`src/rtl/core/lrd_pkg.sv`:
```
// ---------------------------------------------------------------------------
// lrd_pkg
// Shared types, register indexes, effect codes and small arithmetic helpers
// of the LED pixel effect renderer.
// ---------------------------------------------------------------------------
package lrd_pkg;

	localparam int DivBits   = 52;
	localparam int DivStep   = 4;
	localparam int DivStages = DivBits / DivStep;

	localparam logic [2:0] REG_MODE     = 3'd0;
	localparam logic [2:0] REG_COLOR    = 3'd1;
	localparam logic [2:0] REG_BRIGHT   = 3'd2;
	localparam logic [2:0] REG_SPEED    = 3'd3;
	localparam logic [2:0] REG_PROGRESS = 3'd4;
	localparam logic [2:0] REG_AUDIO    = 3'd5;

	localparam logic [3:0] FX_SOLID    = 4'd0;
	localparam logic [3:0] FX_BREATHE  = 4'd1;
	localparam logic [3:0] FX_STROBE   = 4'd2;
	localparam logic [3:0] FX_CYCLE    = 4'd3;
	localparam logic [3:0] FX_RAINBOW  = 4'd4;
	localparam logic [3:0] FX_FLOW     = 4'd5;
	localparam logic [3:0] FX_WAVE     = 4'd6;
	localparam logic [3:0] FX_MARQUEE  = 4'd7;
	localparam logic [3:0] FX_CYLON    = 4'd8;
	localparam logic [3:0] FX_PROGRESS = 4'd9;
	localparam logic [3:0] FX_AUDIO    = 4'd10;

	typedef struct packed {
		logic [3:0]         mode;
		logic [23:0]        color;
		logic [7:0]         bright;
		logic [7:0]         speed;
		logic signed [17:0] progress;
		logic [16:0]        audio;
	} cfg_t;

	typedef struct packed {
		logic [3:0]  mode;
		logic [15:0] pos;
		logic [15:0] len;
		logic [16:0] span;
		logic [7:0]  wfold;
		logic        strobe;
		logic        marq;
		logic        plit;
		logic        alit;
		logic [15:0] hbase;
	} meta_t;

	// x / 255 for x up to 255 * 255
	function automatic logic [7:0] div255(input logic [15:0] x);
		logic [31:0] p;
		p = 32'(x) * 32'h0000_8081;
		return p[30:23];
	endfunction

	function automatic logic [7:0] flow_lvl(input logic [2:0] d);
		logic [7:0] l;
		case (d)
			3'd0:    l = 8'd255;
			3'd1:    l = 8'd212;
			3'd2:    l = 8'd170;
			3'd3:    l = 8'd127;
			3'd4:    l = 8'd85;
			3'd5:    l = 8'd42;
			default: l = 8'd0;
		endcase
		return l;
	endfunction

	function automatic logic [7:0] cylon_lvl(input logic [2:0] d);
		logic [7:0] l;
		case (d)
			3'd0:    l = 8'd255;
			3'd1:    l = 8'd204;
			3'd2:    l = 8'd153;
			3'd3:    l = 8'd102;
			3'd4:    l = 8'd51;
			default: l = 8'd0;
		endcase
		return l;
	endfunction

endpackage

```
`src/rtl/core/lrd_div.sv`:
```
// ---------------------------------------------------------------------------
// lrd_div
// Pipelined restoring divider, four quotient bits per stage (s4 to s16).
// ---------------------------------------------------------------------------
module lrd_div (
	input  logic           clk,
	input  logic           arst_n,
	input  logic           en,
	input  logic           in_valid,
	input  logic [51:0]    in_num,
	input  logic [16:0]    in_den,
	input  lrd_pkg::meta_t in_meta,
	output logic           out_valid,
	output logic [16:0]    out_quo,
	output logic [16:0]    out_rem,
	output lrd_pkg::meta_t out_meta
);
	import lrd_pkg::*;

	logic        v_sx    [DivStages];
	logic [51:0] num_sx  [DivStages];
	logic [16:0] den_sx  [DivStages];
	logic [16:0] rem_sx  [DivStages];
	logic [16:0] quo_sx  [DivStages];
	meta_t       meta_sx [DivStages];

	logic [51:0] src_num [DivStages];
	logic [16:0] src_den [DivStages];
	logic [16:0] src_rem [DivStages];
	logic [16:0] src_quo [DivStages];
	logic [16:0] nx_rem  [DivStages];
	logic [16:0] nx_quo  [DivStages];

	always_comb begin
		src_num[0] = in_num;
		src_den[0] = in_den;
		src_rem[0] = 17'd0;
		src_quo[0] = 17'd0;
		for (int k = 1; k < DivStages; k++) begin
			src_num[k] = num_sx[k-1];
			src_den[k] = den_sx[k-1];
			src_rem[k] = rem_sx[k-1];
			src_quo[k] = quo_sx[k-1];
		end
		for (int k = 0; k < DivStages; k++) begin
			logic [17:0] t;
			logic [16:0] r;
			logic [16:0] q;
			r = src_rem[k];
			q = src_quo[k];
			for (int b = 0; b < DivStep; b++) begin
				t = {r, src_num[k][DivBits-1-b]};
				if (t >= {1'b0, src_den[k]}) begin
					r = 17'(t - {1'b0, src_den[k]});
					q = {q[15:0], 1'b1};
				end else begin
					r = t[16:0];
					q = {q[15:0], 1'b0};
				end
			end
			nx_rem[k] = r;
			nx_quo[k] = q;
		end
	end

	always_ff @(posedge clk or negedge arst_n) begin
		if (!arst_n) begin
			for (int k = 0; k < DivStages; k++) v_sx[k] <= 1'b0;
		end else if (en) begin
			v_sx[0] <= in_valid;
			for (int k = 1; k < DivStages; k++) v_sx[k] <= v_sx[k-1];
		end
	end

	always_ff @(posedge clk) begin
		if (en) begin
			meta_sx[0] <= in_meta;
			for (int k = 1; k < DivStages; k++) meta_sx[k] <= meta_sx[k-1];
			for (int k = 0; k < DivStages; k++) begin
				num_sx[k]  <= src_num[k] << DivStep;
				den_sx[k]  <= src_den[k];
				rem_sx[k]  <= nx_rem[k];
				quo_sx[k]  <= nx_quo[k];
			end
		end
	end

	assign out_valid = v_sx[DivStages-1];
	assign out_quo   = quo_sx[DivStages-1];
	assign out_rem   = rem_sx[DivStages-1];
	assign out_meta  = meta_sx[DivStages-1];

endmodule

```
`config.mk`:
```
export PLATFORM = sky130hd
export DESIGN_NAME = lrd_div
export DESIGN_NICKNAME = d
export VERILOG_FILES = /design/src/rtl/core/lrd_pkg.sv /design/src/rtl/core/lrd_div.sv
export SDC_FILE = /design/constraint.sdc
export NUM_CORES = 2
export LEC_CHECK = 0
export BUFFER_PORTS_ARGS = -buffer_cell sky130_fd_sc_hd__buf_2
export CORE_UTILIZATION = 40
export DETAILED_ROUTE_END_ITERATION = 12
export GPL_TIMING_DRIVEN = 0
export HOLD_SLACK_MARGIN = 0.03
export SKIP_CTS_REPAIR_TIMING = 1
export SYNTH_ARGS = -nofsm -noshare
export SYNTH_HDL_FRONTEND = slang
export SYNTH_SLANG_ARGS = --single-unit
```
`constraint.sdc`:
```
create_clock -name clk -period 21.8 [get_ports clk]
set_input_delay 1.09 -clock clk [delete_from_list [all_inputs] [get_ports clk]]
set_output_delay 1.09 -clock clk [all_outputs]
set_load 0.02 [all_outputs]
```
==> summary.md <==
| Metric | Value |
|---|---|
| Status | complete, no violations |
| Ys async rst share | 0.703% |
| Routed Antenna Nets | 0 |
| Min Hold Slack | 0.105 ns |
| CTS tree | built |
| Clock buffer depth | 4 |
| Crit path launch type | register |
| DIE HEIGHT | 517 microns |
| Fin crit share | 68.2% |
| Synth Area per Inst | 11.8 sq um |
| Final nets | 10,499 |
| CP Capture Type | register |
| Post-synthesis sequential area ratio | 52.3% |
| Core Util, Final | 45.2% |
| Most common cell after layout, fill and taps aside | edfxtp_1 |
| Post-synth top area share | 52.0% |
| Buffers on Ports | 269 |
| WP data arrival | 15.41 ns |
| DRT Pass-1 Iters | 5 |
| Setup-failing EPs final | 0 |
| Total track usage | 17.9% |
| Die area | 0.267 sq mm |
| Reg clk slew, reported paths | 0.06 ns |
| Adder-Cell Fraction of Synth Area | 11.2% |
| Post-Synth Simple-Gate Area | 9.57% |
| Compound-gate portion of the synthesized area | 13.0% |
| Die Wd | 517 microns |
| Synth Flop Type | edfxtp_1 |
| Rel. slew slack | 13.8% |
| Worst Setup Path Type | register to register |
| CTS Buf Count | 203 |
| CTS sink count | 1,848 |
| Largest cells by area after synthesis | edfxtp_1 (52%), ha_1 (10%), mux2_2 (4.3%) |
| Post-Synthesis Cells | 8,940 |
| Std-Cell Rows | 188 |
| Max-cap violations | 0 |
| Leading cell types in the layout, fill and taps excluded | edfxtp_1 (1,835), ha_1 (869), a21oi_1 (633) |
| Vias in the first global route | 68,885 |
| Net count after synthesis | 10,014 |
| DR WL/cell | 18.8 microns |
| Core area | 0.263 sq mm |
| WP data required | 22.34 ns |
| Flop2flop setup slack | 6.93 ns |
| Initial core utilization | 40.3% |
| DRC violations left | 0 |
| Initial antenna violation count | 8 |
| Post-Syn Area | 0.106 sq mm |
| Total number of vias | 70,818 |
| GPL Wtd Cong | 0.930 |
| Post-synthesis mux area share | 5.40% |
| XOR/XNOR Fraction of Synth Area | 5.28% |
| Max Slew Vio Count | 0 |
| FF+latch count, synth | 1,848 |
| Largest net degree at the start of global routing | 192 |
| Slowest stage delay, CP | 0.81 ns |
| HPWL after detailed placement | 185,000 microns |
| Measured slew at the worst slew-check pin | 1.28 ns |
| Vias/cell | 5.40 |
| Grt total ovfl | 0 |
| Worst-Skew Late Latency | 0.89 ns |
| Routed Wire Length | 246,000 microns |
| Setup_tns | 0 ns |
| Worst Skew | 0.0924 ns |
| Unique cell type count in the Yosys netlist | 99 |
| Synth-to-Final Area Change | 12.1% |
| 1st-iter DRT viols | 5,113 |
| Fin. Hold Viols | 0 |
| Ys Warns | 0 |
| Ratio of cells with drive above 1 in the final layout | 12.9% |
| Worst hold path type | input pin to async pin |
| F_max | 67.2 MHz |
| Post-synth EDFFs | 1,835 |
| Fill count | 23,779 |
| First-pass GRT wire length | 382,000 microns |
| RSZ-0062 raised after global routing | false |
| CP max stage cell | mux2i_1 |
| Cell taking the most area after synthesis | edfxtp_1 |
| Maximum level of the CTS H-tree | 4 |
| I/O Pins | 270 |
| Min Tclk post-route | 14.87 ns |
| Crit-path most repeated cell | a21oi_1 |
| Maximum fanout along the worst path | 10 |
| CTS root buf | clkbuf_16 |
| Largest family of logic cells by synthesized area | compound AO/OA/AOI/OAI gates |
-- cells in the mapped netlist, drive strengths merged (139+ instances only) --
master and number:
mux2 429, o21ai 478, nand3 172, edfxtp 1835
a21oi 633, nand2 517, nand4 139, ha 869
xnor2 413, a21o 211, xor2 225, nor2 583
nor3 186, inv 563
-- flip-flops by register name, summed over array words and instances (netlist names) --
name,cells
quo_sx,45
num_sx,312
meta_sx,1053
den_sx,204
out_valid,1
rem_sx,221
v_sx,12
-- worst max-delay path: cells and delay by family, from the launching register on --
family,cells,cell delay (ns)
AO/OA/AOI/OAI,27,6.96
buffers and inverters,11,2.94
AND/OR/NAND/NOR,7,1.95
adder cells (fa/ha/maj),4,1.44
multiplexers,1,0.81
flip-flops,1,0.46
-- area by class of cell --
cell class,instances,area (sq um),area share [%]
multi-input combinational,6306,47100,39.7
tap,3515,4400,3.70
sequential,1848,55400,46.7
inverter,563,2110,1.78
clock inverter,122,1380,1.16
buffer,223,1250,1.06
timing repair buffer,280,1660,1.40
clock buffer,247,5360,4.52
antenna,2,5.00,0.00421
-- routing by layer --
layer  wire length, microns  vias to the layer above  track usage (%)
met3                  10700                      415             2.16
met4                   6770                        2             5.23
met1                 117000                    34123             25.1
li1                       -                    34612                -
met5                     13                        -                0
met2                 112000                     1666             29.0
-- metrics by stage --
| step | area (sq um) | setup slack, ns | cells |
|---|---|---|---|
| finish | 119000 | 6.93 | 13106 |
| global route | 119000 | 5.92 | 13105 |
| CTS | 119000 | 7.21 | 13104 |
| detailed placement | 112000 | 7.29 | 12735 |
| global placement | 112000 | -10.21 | 12724 |
| floorplan | 106000 | 10.73 | 8940 |
-- kinds of logic after synthesis --
| group | count (synthesis) |
|---|---|
| xor gates and xnor gates | 638 |
| muxes | 511 |
| DFF | 1848 |
| and+or+nand+nor | 2109 |
| buffers and inverters | 786 |
| adders and majority gates | 920 |
| AOI/OAI and AO/OA | 2128 |
-- worst paths after layout --
check,from,endpoint,depth (start not counted)
max in group asynchronous,arst_n,v_sx[10]$_DFFE_PN0P_,1
worst min register to register,meta_sx[1][101]$_DFFE_PP_,meta_sx[1][182]$_DFFE_PP_,0
min in group clk,meta_sx[1][101]$_DFFE_PP_,meta_sx[1][182]$_DFFE_PP_,0
worst max-delay path,den_sx[2][52]$_DFFE_PP_,rem_sx[1][71]$_DFFE_PP_,50
worst min-delay path,arst_n,out_valid$_DFFE_PN0P_,1
worst max register to register,den_sx[2][52]$_DFFE_PP_,rem_sx[1][71]$_DFFE_PP_,50
Power is left out: the tool's default activity adds up to more than one toggle a clock period on the data nets, which glitch-free logic cannot reach.
