## src/rtl/core/lrd_pkg.sv

```systemverilog
// ---------------------------------------------------------------------------
// lrd_pkg
// Shared types, register indexes, effect codes and small arithmetic helpers
// of the LED pixel effect renderer.
// ---------------------------------------------------------------------------
package lrd_pkg;

	localparam int DivBits   = 52;
	localparam int DivStep   = 4;
	localparam int DivStages = DivBits / DivStep;

	localparam logic [2:0] REG_MODE     = 3'd0;
	localparam logic [2:0] REG_COLOR    = 3'd1;
	localparam logic [2:0] REG_BRIGHT   = 3'd2;
	localparam logic [2:0] REG_SPEED    = 3'd3;
	localparam logic [2:0] REG_PROGRESS = 3'd4;
	localparam logic [2:0] REG_AUDIO    = 3'd5;

	localparam logic [3:0] FX_SOLID    = 4'd0;
	localparam logic [3:0] FX_BREATHE  = 4'd1;
	localparam logic [3:0] FX_STROBE   = 4'd2;
	localparam logic [3:0] FX_CYCLE    = 4'd3;
	localparam logic [3:0] FX_RAINBOW  = 4'd4;
	localparam logic [3:0] FX_FLOW     = 4'd5;
	localparam logic [3:0] FX_WAVE     = 4'd6;
	localparam logic [3:0] FX_MARQUEE  = 4'd7;
	localparam logic [3:0] FX_CYLON    = 4'd8;
	localparam logic [3:0] FX_PROGRESS = 4'd9;
	localparam logic [3:0] FX_AUDIO    = 4'd10;

	typedef struct packed {
		logic [3:0]         mode;
		logic [23:0]        color;
		logic [7:0]         bright;
		logic [7:0]         speed;
		logic signed [17:0] progress;
		logic [16:0]        audio;
	} cfg_t;

	typedef struct packed {
		logic [3:0]  mode;
		logic [15:0] pos;
		logic [15:0] len;
		logic [16:0] span;
		logic [7:0]  wfold;
		logic        strobe;
		logic        marq;
		logic        plit;
		logic        alit;
		logic [15:0] hbase;
	} meta_t;

	// x / 255 for x up to 255 * 255
	function automatic logic [7:0] div255(input logic [15:0] x);
		logic [31:0] p;
		p = 32'(x) * 32'h0000_8081;
		return p[30:23];
	endfunction

	function automatic logic [7:0] flow_lvl(input logic [2:0] d);
		logic [7:0] l;
		case (d)
			3'd0:    l = 8'd255;
			3'd1:    l = 8'd212;
			3'd2:    l = 8'd170;
			3'd3:    l = 8'd127;
			3'd4:    l = 8'd85;
			3'd5:    l = 8'd42;
			default: l = 8'd0;
		endcase
		return l;
	endfunction

	function automatic logic [7:0] cylon_lvl(input logic [2:0] d);
		logic [7:0] l;
		case (d)
			3'd0:    l = 8'd255;
			3'd1:    l = 8'd204;
			3'd2:    l = 8'd153;
			3'd3:    l = 8'd102;
			3'd4:    l = 8'd51;
			default: l = 8'd0;
		endcase
		return l;
	endfunction

endpackage

```

## src/rtl/core/lrd_front.sv

```systemverilog
// ---------------------------------------------------------------------------
// lrd_front
// Phase, per-effect flags and divider operands (stages s1 to s3).
// ---------------------------------------------------------------------------
module lrd_front (
	input  logic               clk,
	input  logic               arst_n,
	input  logic               en,
	input  logic               in_valid,
	input  logic [63:0]        in_data,
	input  lrd_pkg::cfg_t      cfg,
	output logic               out_valid,
	output logic [51:0]        out_num,
	output logic [16:0]        out_den,
	output lrd_pkg::meta_t     out_meta
);
	import lrd_pkg::*;

	logic        v_s1, v_s2, v_s3;
	logic [15:0] pos_s1, len_s1;
	logic [31:0] phase_s1;
	meta_t       meta_s2, meta_s3;
	logic [29:0] ph6_s2;
	logic [28:0] ph8_s2;
	logic [51:0] num_s3;
	logic [16:0] den_s3;

	logic [35:0] phase_full;
	logic [15:0] len_in;
	logic [63:0] p6;
	logic [28:0] my;
	logic [63:0] m3;
	logic [30:0] q3;
	logic [28:0] r3;
	logic [16:0] pf, af;
	logic [32:0] pc, ac;
	logic [8:0]  wp;
	logic [51:0] flow_num;

	assign len_in     = (in_data[31:16] == 16'd0) ? 16'd1 : in_data[31:16];
	assign phase_full = 36'(in_data[63:32]) * 36'({1'b0, cfg.speed[7:5]} + 4'd1);

	assign p6 = 64'(phase_s1) * 64'h0000_0000_AAAA_AAAB;
	assign my = 29'(pos_s1) + 29'(phase_s1[31:4]);
	assign m3 = 64'(my) * 64'h0000_0000_AAAA_AAAB;
	assign q3 = m3[63:33];
	assign r3 = my - (29'(q3) + {28'(q3), 1'b0});
	assign pf = cfg.progress[17] ? 17'd0 :
		((cfg.progress[16:0] > 17'd65536) ? 17'd65536 : cfg.progress[16:0]);
	assign af = (cfg.audio > 17'd65536) ? 17'd65536 : cfg.audio;
	assign pc = 33'(pf) * 33'(len_s1);
	assign ac = 33'(af) * 33'(len_s1) + 33'd65470;
	assign wp = phase_s1[8:0];

	assign flow_num = {4'd0, meta_s2.len, 32'd0} + 52'(meta_s2.pos) - 52'(ph6_s2);

	always_ff @(posedge clk or negedge arst_n) begin
		if (!arst_n) begin
			v_s1 <= 1'b0;
			v_s2 <= 1'b0;
			v_s3 <= 1'b0;
		end else if (en) begin
			v_s1 <= in_valid;
			v_s2 <= v_s1;
			v_s3 <= v_s2;
		end
	end

	always_ff @(posedge clk) begin
		if (en) begin
			pos_s1   <= in_data[15:0];
			len_s1   <= len_in;
			phase_s1 <= phase_full[31:0];

			meta_s2.mode   <= cfg.mode;
			meta_s2.pos    <= pos_s1;
			meta_s2.len    <= len_s1;
			meta_s2.span   <= (len_s1 > 16'd1) ? ({1'b0, len_s1} << 1) - 17'd2 : 17'd1;
			meta_s2.wfold  <= wp[8] ? ~wp[7:0] : wp[7:0];
			meta_s2.strobe <= phase_s1[6];
			meta_s2.marq   <= (r3[1:0] == 2'd0);
			meta_s2.plit   <= (33'(pos_s1) < 33'(pc[32:16]));
			meta_s2.alit   <= (33'(pos_s1) < 33'(ac[32:16]));
			meta_s2.hbase  <= {phase_s1[8:0], 7'd0};
			ph6_s2         <= p6[63:34];
			ph8_s2         <= phase_s1[31:3];

			meta_s3 <= meta_s2;
			case (meta_s2.mode)
				FX_RAINBOW, FX_WAVE: begin
					num_s3 <= 52'd65536;
					den_s3 <= {1'b0, meta_s2.len};
				end
				FX_FLOW: begin
					num_s3 <= flow_num;
					den_s3 <= {1'b0, meta_s2.len};
				end
				FX_CYLON: begin
					num_s3 <= 52'(ph8_s2);
					den_s3 <= meta_s2.span;
				end
				default: begin
					num_s3 <= 52'd0;
					den_s3 <= 17'd1;
				end
			endcase
		end
	end

	assign out_valid = v_s3;
	assign out_num   = num_s3;
	assign out_den   = den_s3;
	assign out_meta  = meta_s3;

endmodule

```

## config.mk

```make
export PLATFORM = sky130hd
export DESIGN_NAME = lrd_front
export DESIGN_NICKNAME = d
export VERILOG_FILES = /design/src/rtl/core/lrd_pkg.sv /design/src/rtl/core/lrd_front.sv
export SDC_FILE = /design/constraint.sdc
export NUM_CORES = 2
export LEC_CHECK = 0
export BUFFER_PORTS_ARGS = -buffer_cell sky130_fd_sc_hd__buf_2
export CAP_MARGIN = 15
export CORE_MARGIN = 8
export CORE_UTILIZATION = 45
export DETAILED_ROUTE_END_ITERATION = 16
export PLACE_DENSITY_LB_ADDON = 0.2
export RECOVER_POWER = 25
export SYNTH_ARGS = -nofsm -noshare
export SYNTH_HDL_FRONTEND = slang
export SYNTH_SLANG_ARGS = --single-unit
```

## constraint.sdc

```tcl
create_clock -name clk -period 11 [get_ports clk]
set_clock_uncertainty 0.15 [all_clocks]
set_input_delay 0 -clock clk [delete_from_list [all_inputs] [get_ports clk]]
set_output_delay 0 -clock clk [all_outputs]
set_load 0.02 [all_outputs]
```

==> results.toml <==
[global_routing]
top_usage_layer = "met2"
grt.met2_usage_pct = 36.20
grt_pass1_vias = 41880
track_usage_pct = 22.71
use_met3_pct = 3.503
grt_util_met1_pct = 32.89
grt-ovfl-total = 0
grt_pass1_wl_um = 246800
antenna_found_initial = 10
grt_max_degree = 130

[logic_synthesis]
netlist_instances = 5635
synth_top_area_share_pct = 35.83
synth_cell_types = 85
post_synth.cell_area_avg_um2 = 10.20
ys_top_cells_by_count = "inv_1, fa_1, ha_1"
synth_area_leaders = "fa_1, edfxtp_1, ha_1, inv_1, nand2_1"
post_synth_instance_area_um2 = 57500
yosys.area.top_type = "fa_1"
yosysMostFrequentCell = "inv_1"
ys_seq_area_share_pct = 17.37
synth_flop_cell = "edfxtp_1"
async_flop_share_pct = 0.9009
synth_edf_count = 330
synth-seq-cells = 333
yosysWarnings = 0

[setup_path]
critical_path.max_stage_delay_ns = 0.63
worst-path-max-fanout = 4
arrival_ns = 10.50
r2r-end = "meta_s2[18]$_DFFE_PP_"
cpMostUsedCell = "fa_1"
ff2ff_setup_slack_ns = 0.70
cp_data_required_time_ns = 11.20
r2r-start = "pos_s1[0]$_DFFE_PP_"
rr_worst_depth = 38
worstSetupStartpointType = "flop"
cp-end-kind = "flop"
cp_slowest_cell = "fa_1"
critPathKind = "flop to flop"

[clocking]
root_buffer = "clkbuf_16"
clkTransAtPathRegs_ns = 0.08
clkLatencyLatePin_ns = 0.59
numCtsBuffers = 38
cts_tree = "done"
clock-sinks = 333
h-tree-depth = 2
cts_buffer_depth = 3

[drt]
ant_nets = 0
drt-pass1-iter-count = 5
routed_via_density = 5.213
wirelength_um = 157500
avgRoutedWirePerCell_um = 20.73
remaining_drc_errors = 0
via_count = 39610
drtIter0Drc = 2704

[min_path]
whs_path_depth = 3
hold_path_class = "input port to flop"
hold_end = "phase_s1[1]$_DFFE_PP_"
holdCritStartpoint = "in_data[33]"

[layout]
fill_cells = 11870
nNetsFinal = 7866
area_growth_pct = 8.940
drive_gt1_share_pct = 6.304

[sta]
slew_violations = 207
relSlewSlack_pct = -356.1
tightest_slew_ns = 6.842
setup_viol = 0
min_period_ns = 10.30
setup_tns_ns = 0
finalCritPeriodShare_pct = 93.61
max_freq_mhz = 97.12
hold_viol_final = 0
grt_setup_unrepaired = "no"

[floorplan]
core_um2 = 127200
die_w_um = 373.5
dieHeight_um = 373.5
initial_core_util_pct = 45.20
io-pin-count = 298
row_count = 131
die_area_um2 = 139500

[placed_design]
place.gp.congestion = 0.9424
dp_hpwl_um = 133900
port_buffers = 253

[status]
violations = "capacitance limit, slew limit"
status = "complete, but fails checks"

[run]
maxCapViolations = 3
area by class of cell:
type,instances,area (um^2),area share [%]
antenna,3,7.507,0.01199
clock inverter,23,282.8,0.4514
multi-input combinational,3678,41420,66.13
timing repair buffer,395,2379,3.797
tap,1662,2079,3.320
clock buffer,47,1015,1.620
sequential,333,9985,15.94
inverter,1457,5469,8.731
kinds of logic (layout without fill, tap and decap cells):
family                   after synthesis  count (layout)  synth area share, %
other                                  1              10             0.006522
XOR/XNOR                             184             184                2.803
AO/OA/AOI/OAI                        516             516                6.165
adder cells (fa/ha/maj)             1816            1816                52.95
buffers and inverters               1630            1922                10.72
AND/OR/NAND/NOR                     1150            1150                9.891
flip-flops                           333             333                17.37
multiplexers                           5               5              0.09357
critical path: cells and delay by family, from the launching register on:
family          cells  cell delay [ns]
xor+xnor            6             0.85
compound gates      9             1.74
flops               1             0.49
fa+ha+maj          12             5.38
simple gates        5             1.04
buf+inv             6             0.42
through the flow:
stage          setup WS [ns]  utilization [%]  hold WS [ns]  cells  cell area (um^2)
4_1_cts               0.7387            49.34      0.003328   7594             62760
6_report              0.7030            49.25       0.06521   7598             62640
5_1_grt              0.01306            49.24       0.06155   7595             62630
3_3_place_gp          0.8305            47.77       -0.3467   7454             60760
3_5_place_dp          0.7417            47.77       -0.3463   7454             60760
2_1_floorplan          1.534                -       -0.4456   5641             57520
repair_timing:
action | 4_1_cts | 5_1_grt
hold buffers | 70 | 0
endpoints found under the hold margin | 168 | 0
endpoints found under the setup margin | 0 | 1
gates resized for setup | 0 | 0
buffers inserted | 0 | 1
worst max path at each step:
| stage | startpoint | end | slack, ns | depth (start not counted) |
|---|---|---|---|---|
| after floorplan | phase_s1[4]$_DFFE_PP_ | meta_s2[18]$_DFFE_PP_ | 1.53 | 38 |
| after global placement | pos_s1[0]$_DFFE_PP_ | meta_s2[18]$_DFFE_PP_ | 0.83 | 38 |
| after detailed placement | pos_s1[0]$_DFFE_PP_ | meta_s2[18]$_DFFE_PP_ | 0.74 | 38 |
| after CTS | pos_s1[0]$_DFFE_PP_ | meta_s2[18]$_DFFE_PP_ | 0.74 | 38 |
| after global routing | phase_s1[7]$_DFFE_PP_ | meta_s2[18]$_DFFE_PP_ | 0.01 | 37 |
| final | pos_s1[0]$_DFFE_PP_ | meta_s2[18]$_DFFE_PP_ | 0.70 | 38 |
cell usage in the layout (no fill, tap or decap), types with 13 or more instances in the layout:
cell | netlist | layout
inv_1 | 1457 | 1457
fa_1 | 1029 | 1029
ha_1 | 787 | 787
nand2_1 | 497 | 497
edfxtp_1 | 330 | 330
buf_2 | 1 | 201
and2_1 | 160 | 160
a21oi_1 | 137 | 137
xnor2_1 | 132 | 132
and3_1 | 117 | 117
nor2_1 | 105 | 104
a21o_1 | 94 | 94
o21ai_0 | 80 | 80
clkbuf_1 | 160 | 75
dlygate4sd3_1 | 0 | 70
nor2b_1 | 72 | 62
buf_4 | 10 | 55
xor2_1 | 52 | 51
nand3_1 | 44 | 44
clkbuf_16 | 0 | 38
nor3_1 | 36 | 36
o21a_1 | 27 | 27
nand4_1 | 24 | 24
nor4_1 | 22 | 22
o21bai_1 | 21 | 21
nand2b_1 | 21 | 21
o211ai_1 | 19 | 19
a22o_1 | 18 | 18
a31oi_1 | 13 | 13
per-layer routing:
metal / part of all wire, % / routed length [um]
met3: 6.9 / 10870
met5: 0 / 0
met4: 2.4 / 3788
met2: 46 / 71800
met1: 45 / 71030
sequential cells by signal, summed over array words and instances (netlist names), 16 cells and up:
register,cells
meta_s2,67
ph6_s2,30
pos_s1,16
out_den,17
out_num,50
ph8_s2,29
len_s1,16
phase_s1,32
out_meta,73
Power is not shown: default switching activity piles up to over one toggle a cycle in this logic, so the estimate is an artifact.
