### src/rtl/core/lrd_pkg.sv
// ---------------------------------------------------------------------------
// lrd_pkg
// Shared types, register indexes, effect codes and small arithmetic helpers
// of the LED pixel effect renderer.
// ---------------------------------------------------------------------------
package lrd_pkg;

	localparam int DivBits   = 52;
	localparam int DivStep   = 4;
	localparam int DivStages = DivBits / DivStep;

	localparam logic [2:0] REG_MODE     = 3'd0;
	localparam logic [2:0] REG_COLOR    = 3'd1;
	localparam logic [2:0] REG_BRIGHT   = 3'd2;
	localparam logic [2:0] REG_SPEED    = 3'd3;
	localparam logic [2:0] REG_PROGRESS = 3'd4;
	localparam logic [2:0] REG_AUDIO    = 3'd5;

	localparam logic [3:0] FX_SOLID    = 4'd0;
	localparam logic [3:0] FX_BREATHE  = 4'd1;
	localparam logic [3:0] FX_STROBE   = 4'd2;
	localparam logic [3:0] FX_CYCLE    = 4'd3;
	localparam logic [3:0] FX_RAINBOW  = 4'd4;
	localparam logic [3:0] FX_FLOW     = 4'd5;
	localparam logic [3:0] FX_WAVE     = 4'd6;
	localparam logic [3:0] FX_MARQUEE  = 4'd7;
	localparam logic [3:0] FX_CYLON    = 4'd8;
	localparam logic [3:0] FX_PROGRESS = 4'd9;
	localparam logic [3:0] FX_AUDIO    = 4'd10;

	typedef struct packed {
		logic [3:0]         mode;
		logic [23:0]        color;
		logic [7:0]         bright;
		logic [7:0]         speed;
		logic signed [17:0] progress;
		logic [16:0]        audio;
	} cfg_t;

	typedef struct packed {
		logic [3:0]  mode;
		logic [15:0] pos;
		logic [15:0] len;
		logic [16:0] span;
		logic [7:0]  wfold;
		logic        strobe;
		logic        marq;
		logic        plit;
		logic        alit;
		logic [15:0] hbase;
	} meta_t;

	// x / 255 for x up to 255 * 255
	function automatic logic [7:0] div255(input logic [15:0] x);
		logic [31:0] p;
		p = 32'(x) * 32'h0000_8081;
		return p[30:23];
	endfunction

	function automatic logic [7:0] flow_lvl(input logic [2:0] d);
		logic [7:0] l;
		case (d)
			3'd0:    l = 8'd255;
			3'd1:    l = 8'd212;
			3'd2:    l = 8'd170;
			3'd3:    l = 8'd127;
			3'd4:    l = 8'd85;
			3'd5:    l = 8'd42;
			default: l = 8'd0;
		endcase
		return l;
	endfunction

	function automatic logic [7:0] cylon_lvl(input logic [2:0] d);
		logic [7:0] l;
		case (d)
			3'd0:    l = 8'd255;
			3'd1:    l = 8'd204;
			3'd2:    l = 8'd153;
			3'd3:    l = 8'd102;
			3'd4:    l = 8'd51;
			default: l = 8'd0;
		endcase
		return l;
	endfunction

endpackage

### src/rtl/core/lrd_back.sv
// ---------------------------------------------------------------------------
// lrd_back
// Level, hue to color and drive scaling (stages s17 to s21).
// ---------------------------------------------------------------------------
module lrd_back (
	input  logic           clk,
	input  logic           arst_n,
	input  logic           en,
	input  logic           in_valid,
	input  logic [16:0]    in_quo,
	input  logic [16:0]    in_rem,
	input  lrd_pkg::meta_t in_meta,
	input  lrd_pkg::cfg_t  cfg,
	output logic           out_valid,
	output logic [55:0]    out_data
);
	import lrd_pkg::*;

	logic        v_s17, v_s18, v_s19, v_s20, v_s21;
	meta_t       meta_s17;
	logic [15:0] prod_s17, bw_s17;
	logic [16:0] head_s17, rem_s17;
	logic [15:0] hue_s18;
	logic [7:0]  raw_s18;
	logic        scl_s18, usehue_s18, dark_s18;
	logic [2:0]  reg_s19;
	logic [15:0] rem6_s19;
	logic [7:0]  lvl_s19, lvl_s20;
	logic        usehue_s19, dark_s19;
	logic [23:0] rgb_s20;
	logic [55:0] out_s21;

	logic [16:0] af;
	logic [32:0] ahue;
	logic [15:0] x;
	logic [16:0] cd;
	logic [3:0]  m;
	logic [15:0] hb;
	logic [2:0]  rg;
	logic [31:0] tm;
	logic [7:0]  t, q;

	assign af   = (cfg.audio > 17'd65536) ? 17'd65536 : cfg.audio;
	assign ahue = 33'(17'd65536 - af) * 33'd43690;
	assign m    = meta_s17.mode;
	assign x    = meta_s17.hbase + prod_s17;
	assign cd   = ({1'b0, meta_s17.pos} > head_s17) ?
		{1'b0, meta_s17.pos} - head_s17 : head_s17 - {1'b0, meta_s17.pos};

	always_comb begin
		if (hue_s18 < 16'd10923)      rg = 3'd0;
		else if (hue_s18 < 16'd21846) rg = 3'd1;
		else if (hue_s18 < 16'd32769) rg = 3'd2;
		else if (hue_s18 < 16'd43692) rg = 3'd3;
		else if (hue_s18 < 16'd54615) rg = 3'd4;
		else                          rg = 3'd5;
		case (rg)
			3'd0:    hb = 16'd0;
			3'd1:    hb = 16'd10923;
			3'd2:    hb = 16'd21846;
			3'd3:    hb = 16'd32769;
			3'd4:    hb = 16'd43692;
			default: hb = 16'd54615;
		endcase
	end

	assign tm = 32'(rem6_s19) * 32'd65281;
	assign t  = tm[31:24];
	assign q  = 8'd255 - t;

	always_ff @(posedge clk or negedge arst_n) begin
		if (!arst_n) begin
			v_s17 <= 1'b0;
			v_s18 <= 1'b0;
			v_s19 <= 1'b0;
			v_s20 <= 1'b0;
			v_s21 <= 1'b0;
		end else if (en) begin
			v_s17 <= in_valid;
			v_s18 <= v_s17;
			v_s19 <= v_s18;
			v_s20 <= v_s19;
			v_s21 <= v_s20;
		end
	end

	always_ff @(posedge clk) begin
		if (en) begin
			meta_s17 <= in_meta;
			prod_s17 <= 16'(in_meta.pos * in_quo[15:0]);
			bw_s17   <= 16'(in_meta.wfold) * 16'd215;
			rem_s17  <= in_rem;
			head_s17 <= (in_rem < {1'b0, in_meta.len}) ? in_rem : in_meta.span - in_rem;

			usehue_s18 <= (m == FX_CYCLE) || (m == FX_RAINBOW) || (m == FX_AUDIO);
			dark_s18   <= (m == FX_PROGRESS) && !meta_s17.plit;
			scl_s18    <= (m == FX_BREATHE) || (m == FX_FLOW) || (m == FX_WAVE) ||
				(m == FX_CYLON);
			hue_s18    <= (m == FX_CYCLE) ? meta_s17.hbase :
				((m == FX_AUDIO) ? ahue[31:16] : x);
			case (m)
				FX_BREATHE:  raw_s18 <= 8'd40 + div255(bw_s17);
				FX_STROBE:   raw_s18 <= meta_s17.strobe ? 8'd0 : cfg.bright;
				FX_FLOW:     raw_s18 <= (rem_s17 < 17'd6) ? flow_lvl(rem_s17[2:0]) : 8'd0;
				FX_WAVE:     raw_s18 <= x[15] ? ~x[14:7] : x[14:7];
				FX_MARQUEE:  raw_s18 <= meta_s17.marq ? cfg.bright : 8'd0;
				FX_CYLON:    raw_s18 <= (cd < 17'd5) ? cylon_lvl(cd[2:0]) : 8'd0;
				FX_PROGRESS: raw_s18 <= meta_s17.plit ? cfg.bright : 8'd255;
				FX_AUDIO:    raw_s18 <= meta_s17.alit ? cfg.bright : 8'd0;
				default:     raw_s18 <= cfg.bright;
			endcase

			reg_s19    <= rg;
			rem6_s19   <= 16'((hue_s18 - hb) * 16'd6);
			lvl_s19    <= scl_s18 ? div255(16'(cfg.bright) * 16'(raw_s18)) : raw_s18;
			usehue_s19 <= usehue_s18;
			dark_s19   <= dark_s18;

			lvl_s20 <= lvl_s19;
			if (dark_s19) begin
				rgb_s20 <= 24'd0;
			end else if (usehue_s19) begin
				case (reg_s19)
					3'd0:    rgb_s20 <= {8'd255, t, 8'd0};
					3'd1:    rgb_s20 <= {q, 8'd255, 8'd0};
					3'd2:    rgb_s20 <= {8'd0, 8'd255, t};
					3'd3:    rgb_s20 <= {8'd0, q, 8'd255};
					3'd4:    rgb_s20 <= {t, 8'd0, 8'd255};
					default: rgb_s20 <= {8'd255, 8'd0, q};
				endcase
			end else begin
				rgb_s20 <= cfg.color;
			end

			out_s21 <= {div255(16'(rgb_s20[7:0]) * 16'(lvl_s20)),
				div255(16'(rgb_s20[15:8]) * 16'(lvl_s20)),
				div255(16'(rgb_s20[23:16]) * 16'(lvl_s20)),
				lvl_s20, rgb_s20[7:0], rgb_s20[15:8], rgb_s20[23:16]};
		end
	end

	assign out_valid = v_s21;
	assign out_data  = out_s21;

endmodule

### config.mk
export PLATFORM = sky130hd
export DESIGN_NAME = lrd_back
export DESIGN_NICKNAME = d
export VERILOG_FILES = /design/src/rtl/core/lrd_pkg.sv /design/src/rtl/core/lrd_back.sv
export SDC_FILE = /design/constraint.sdc
export NUM_CORES = 2
export LEC_CHECK = 0
export BUFFER_PORTS_ARGS = -buffer_cell sky130_fd_sc_hd__buf_4
export CORE_MARGIN = 1.5
export CORE_UTILIZATION = 30
export DETAILED_ROUTE_END_ITERATION = 8
export GPL_ROUTABILITY_DRIVEN = 0
export HOLD_SLACK_MARGIN = 0.03
export PLACE_DENSITY = 0.52
export SLEW_MARGIN = 15
export SYNTH_ARGS = -nofsm -noshare
export SYNTH_HDL_FRONTEND = slang
export SYNTH_SLANG_ARGS = --single-unit
### constraint.sdc
create_clock -name clk -period 21 [get_ports clk]
set_clock_uncertainty 0.1 [all_clocks]
set_input_delay 1.05 -clock clk [delete_from_list [all_inputs] [get_ports clk]]
set_output_delay 1.05 -clock clk [all_outputs]
set_load 0.01 [all_outputs]
==> impl_metrics.py <==
metrics = {
    "outcome": {
        "status": "completed",
    },
    "detailed_routing": {
        "wirelength_um": 98920,
        "drtAntennaViolNets": 0,
        "wl_per_cell_um": 15.93,
        "drc": 0,
        "vias_per_cell": 4.734,
        "vias": 29400,
        "firstDrtPassIters": 7,
        "drt_iter0_drc": 1271,
    },
    "logic_synthesis": {
        "ys_seq_area_frac": 0.1861,
        "avgSynthCellArea_um2": 9.729,
        "synth_area_um2": 40850,
        "synth-simple-area-share": 0.1227,
        "synth-compound-area-share": 0.1060,
        "synth_cell_type_count": 96,
        "synthXorXnorAreaFrac": 0.05106,
        "async_reset_ff_frac": 0.01969,
        "synth_fa_ha_area_frac": 0.4547,
        "ys_ff_latch": 254,
        "synth_top_flop_cell": "edfxtp_1",
        "synth_top_family_by_area": "adder cells",
        "muxShareOfSynthArea": 0.005237,
        "syn_inst": 4199,
        "synth.yosys.warnings": 0,
        "synth_edf_count": 249,
    },
    "setup_path": {
        "reg2reg_from": "lvl_s20[7]$_DFFE_PP_",
        "slowest_delay_ns": 0.72,
        "cp.required_ns": 21.23,
        "r2r-end": "out_data[47]$_DFFE_PP_",
        "path_max_fanout": 10,
        "critPathLaunchType": "input pin",
        "endpoint": "hue_s18[15]$_DFFE_PP_",
        "crit_arrival_ns": 10.28,
        "startpoint": "cfg[2]",
        "critical_path_class": "in2reg",
        "cp_top_family": "adder cells",
        "worstRegToRegCells": 25,
        "reg2reg_slack_ns": 12.05,
        "path_depth": 31,
        "slowest_stage": "nor4_1",
        "path_buf_inv": 3,
        "end_kind": "flop",
    },
    "finish": {
        "drive_above_1_share": 0.07948,
        "syn_to_final_growth_pct": 12.17,
        "final_nets": 5848,
        "final_common_cell": "ha_1",
        "layout_common_cells": "852 x ha_1, 709 x inv_1, 395 x fa_1",
    },
    "floorplanning": {
        "die_w_um": 372.0,
        "rows": 135,
        "die_height_um": 372.0,
        "io_pins": 255,
        "core-area_um2": 135300,
        "die_area_um2": 138400,
        "initial_utilization": 0.3019,
    },
    "cts": {
        "cts_sinks": 254,
        "cts_tree": "yes",
        "path_clk_slew_ns": 0.06,
        "cts_setup_buffers": 0,
        "cts_root_buffer": "clkbuf_16",
        "cts_buffer_depth": 3,
        "cts_hold_buf": 0,
        "insertion_delay_ns": 0.61,
        "htreeDepth": 2,
        "cts_buffers": 37,
        "cts-resized-gates": 0,
    },
    "sta": {
        "rsz0062_at_grt": "false",
        "final.min_clock_period_ns": 10.05,
        "slew_headroom": 0.2803,
        "setup_tns_ns": 0,
        "finalSetupViolCount": 0,
        "tightest_slew_ns": 1.080,
        "fmax_mhz": 99.47,
        "hold_viol": 0,
        "period_share": 0.4787,
        "report.final.slew_viol_count": 0,
    },
    "run": {
        "maxCapViolations": 0,
    },
    "grt": {
        "grt_pass1_wl_um": 158800,
        "grt_max_degree": 142,
        "antenna_found_initial": 11,
        "grt_pass1_vias": 30030,
        "grt-ovfl-total": 0,
        "track_usage": 0.1443,
    },
    "placement": {
        "dpl.hpwl_um": 81270,
        "port_buffers": 223,
    },
    "hold_path": {
        "hp-class": "in2async",
    },
}
-- synth_stat cells, types with 9 or more instances --
library cell,count,area share
mux2i_1,9,0.0022
ha_1,852,0.26
fa_1,395,0.19
o21a_1,43,0.0079
nor2_1,174,0.016
o211ai_1,20,0.0037
a21oi_1,167,0.020
or2_2,9,0.0014
nor3_1,60,0.0074
o31ai_1,12,0.0022
mux2_2,11,0.0030
nand4_1,20,0.0031
nand2b_1,36,0.0055
a2111oi_0,10,0.0021
and2_1,219,0.034
xnor2_1,177,0.038
a211oi_1,24,0.0044
or3_1,13,0.0020
a31o_2,9,0.0019
nor4_1,11,0.0017
and4_1,10,0.0021
nand2_1,321,0.029
inv_1,709,0.065
nor2b_1,39,0.0060
o21ai_0,116,0.014
o21bai_1,25,0.0046
xor2_1,58,0.012
clkbuf_1,70,0.0064
a21o_1,63,0.012
a31oi_1,15,0.0023
a21boi_0,11,0.0020
and3_1,21,0.0032
o221ai_1,13,0.0028
edfxtp_1,249,0.18
nand3_1,44,0.0054
o22ai_1,11,0.0017
-- cells by family (layout without fill, tap and decap cells) --
| group | after synthesis | count (layout) |
|---|---|---|
| other | 2 | 21 |
| adders and majority gates | 1248 | 1248 |
| DFF | 254 | 254 |
| xor gates and xnor gates | 236 | 236 |
| muxes | 20 | 20 |
| AOI/OAI and AO/OA | 645 | 645 |
| and+or+nand+nor | 1001 | 1001 |
| buffers and inverters | 793 | 1005 |
-- area by class of cell --
type	instances	area [µm²]
Timing Repair Buffer	231	1754
Clock inverter	25	335.3
Inverter	709	2661
Antenna cell	1	2.502
Clock buffer	40	937.1
Sequential cell	254	7602
Fill cell	13840	89470
Tap cell	1781	2228
Multi-Input combinational cell	3170	30300
-- state kept, by name (all words and copies together), names as in the netlist --
name,flops
out_data,56
v_s19,1
prod_s17,16
v_s18,1
rem6_s19,15
dark_s18,1
usehue_s19,1
lvl_s20,8
scl_s18,1
reg_s19,3
rem_s17,17
m,4
lvl_s19,8
meta_s17,36
v_s17,1
usehue_s18,1
rgb_s20,24
bw_s17,16
v_s20,1
dark_s19,1
head_s17,17
raw_s18,8
hue_s18,16
out_valid,1
-- how the worst min path moves through the flow --
stage	from	to	slack, ns	cells after the start
floorplan	dark_s18$_DFFE_PP_	dark_s19$_DFFE_PP_	0.30	0
global placement	lvl_s19[4]$_DFFE_PP_	lvl_s20[4]$_DFFE_PP_	0.30	0
global route	arst_n	v_s20$_DFFE_PN0P_	0.12	1
CTS	arst_n	v_s20$_DFFE_PN0P_	0.09	1
detailed placement	lvl_s19[0]$_DFFE_PP_	lvl_s20[0]$_DFFE_PP_	0.30	0
finish	arst_n	v_s20$_DFFE_PN0P_	0.14	1
-- per-layer routing --
metal	GRT usage	up-vias	routed length, µm
li1	-	14576	-
met1	0.1883	14217	45160
met2	0.2486	477	47240
met3	0.02260	110	4271
met4	0.03330	20	2114
met5	0	-	138
-- through the flow --
stage	instances	hold WS (ns)	utilization	cell area, µm²	setup slack [ns]
after global placement	6145	0.3014	0.3292	44540	10.49
after floorplan	4217	0.3003	-	40920	11.92
after detailed placement	6145	0.3045	0.3292	44540	10.41
final	6211	0.1408	0.3387	45830	10.95
after global routing	6210	0.1176	0.3387	45820	10.16
after CTS	6210	0.08641	0.3386	45820	11.03
Power is left out: the tool's default activity adds up to more than one toggle a clock period on the data nets, which glitch-free logic cannot reach.
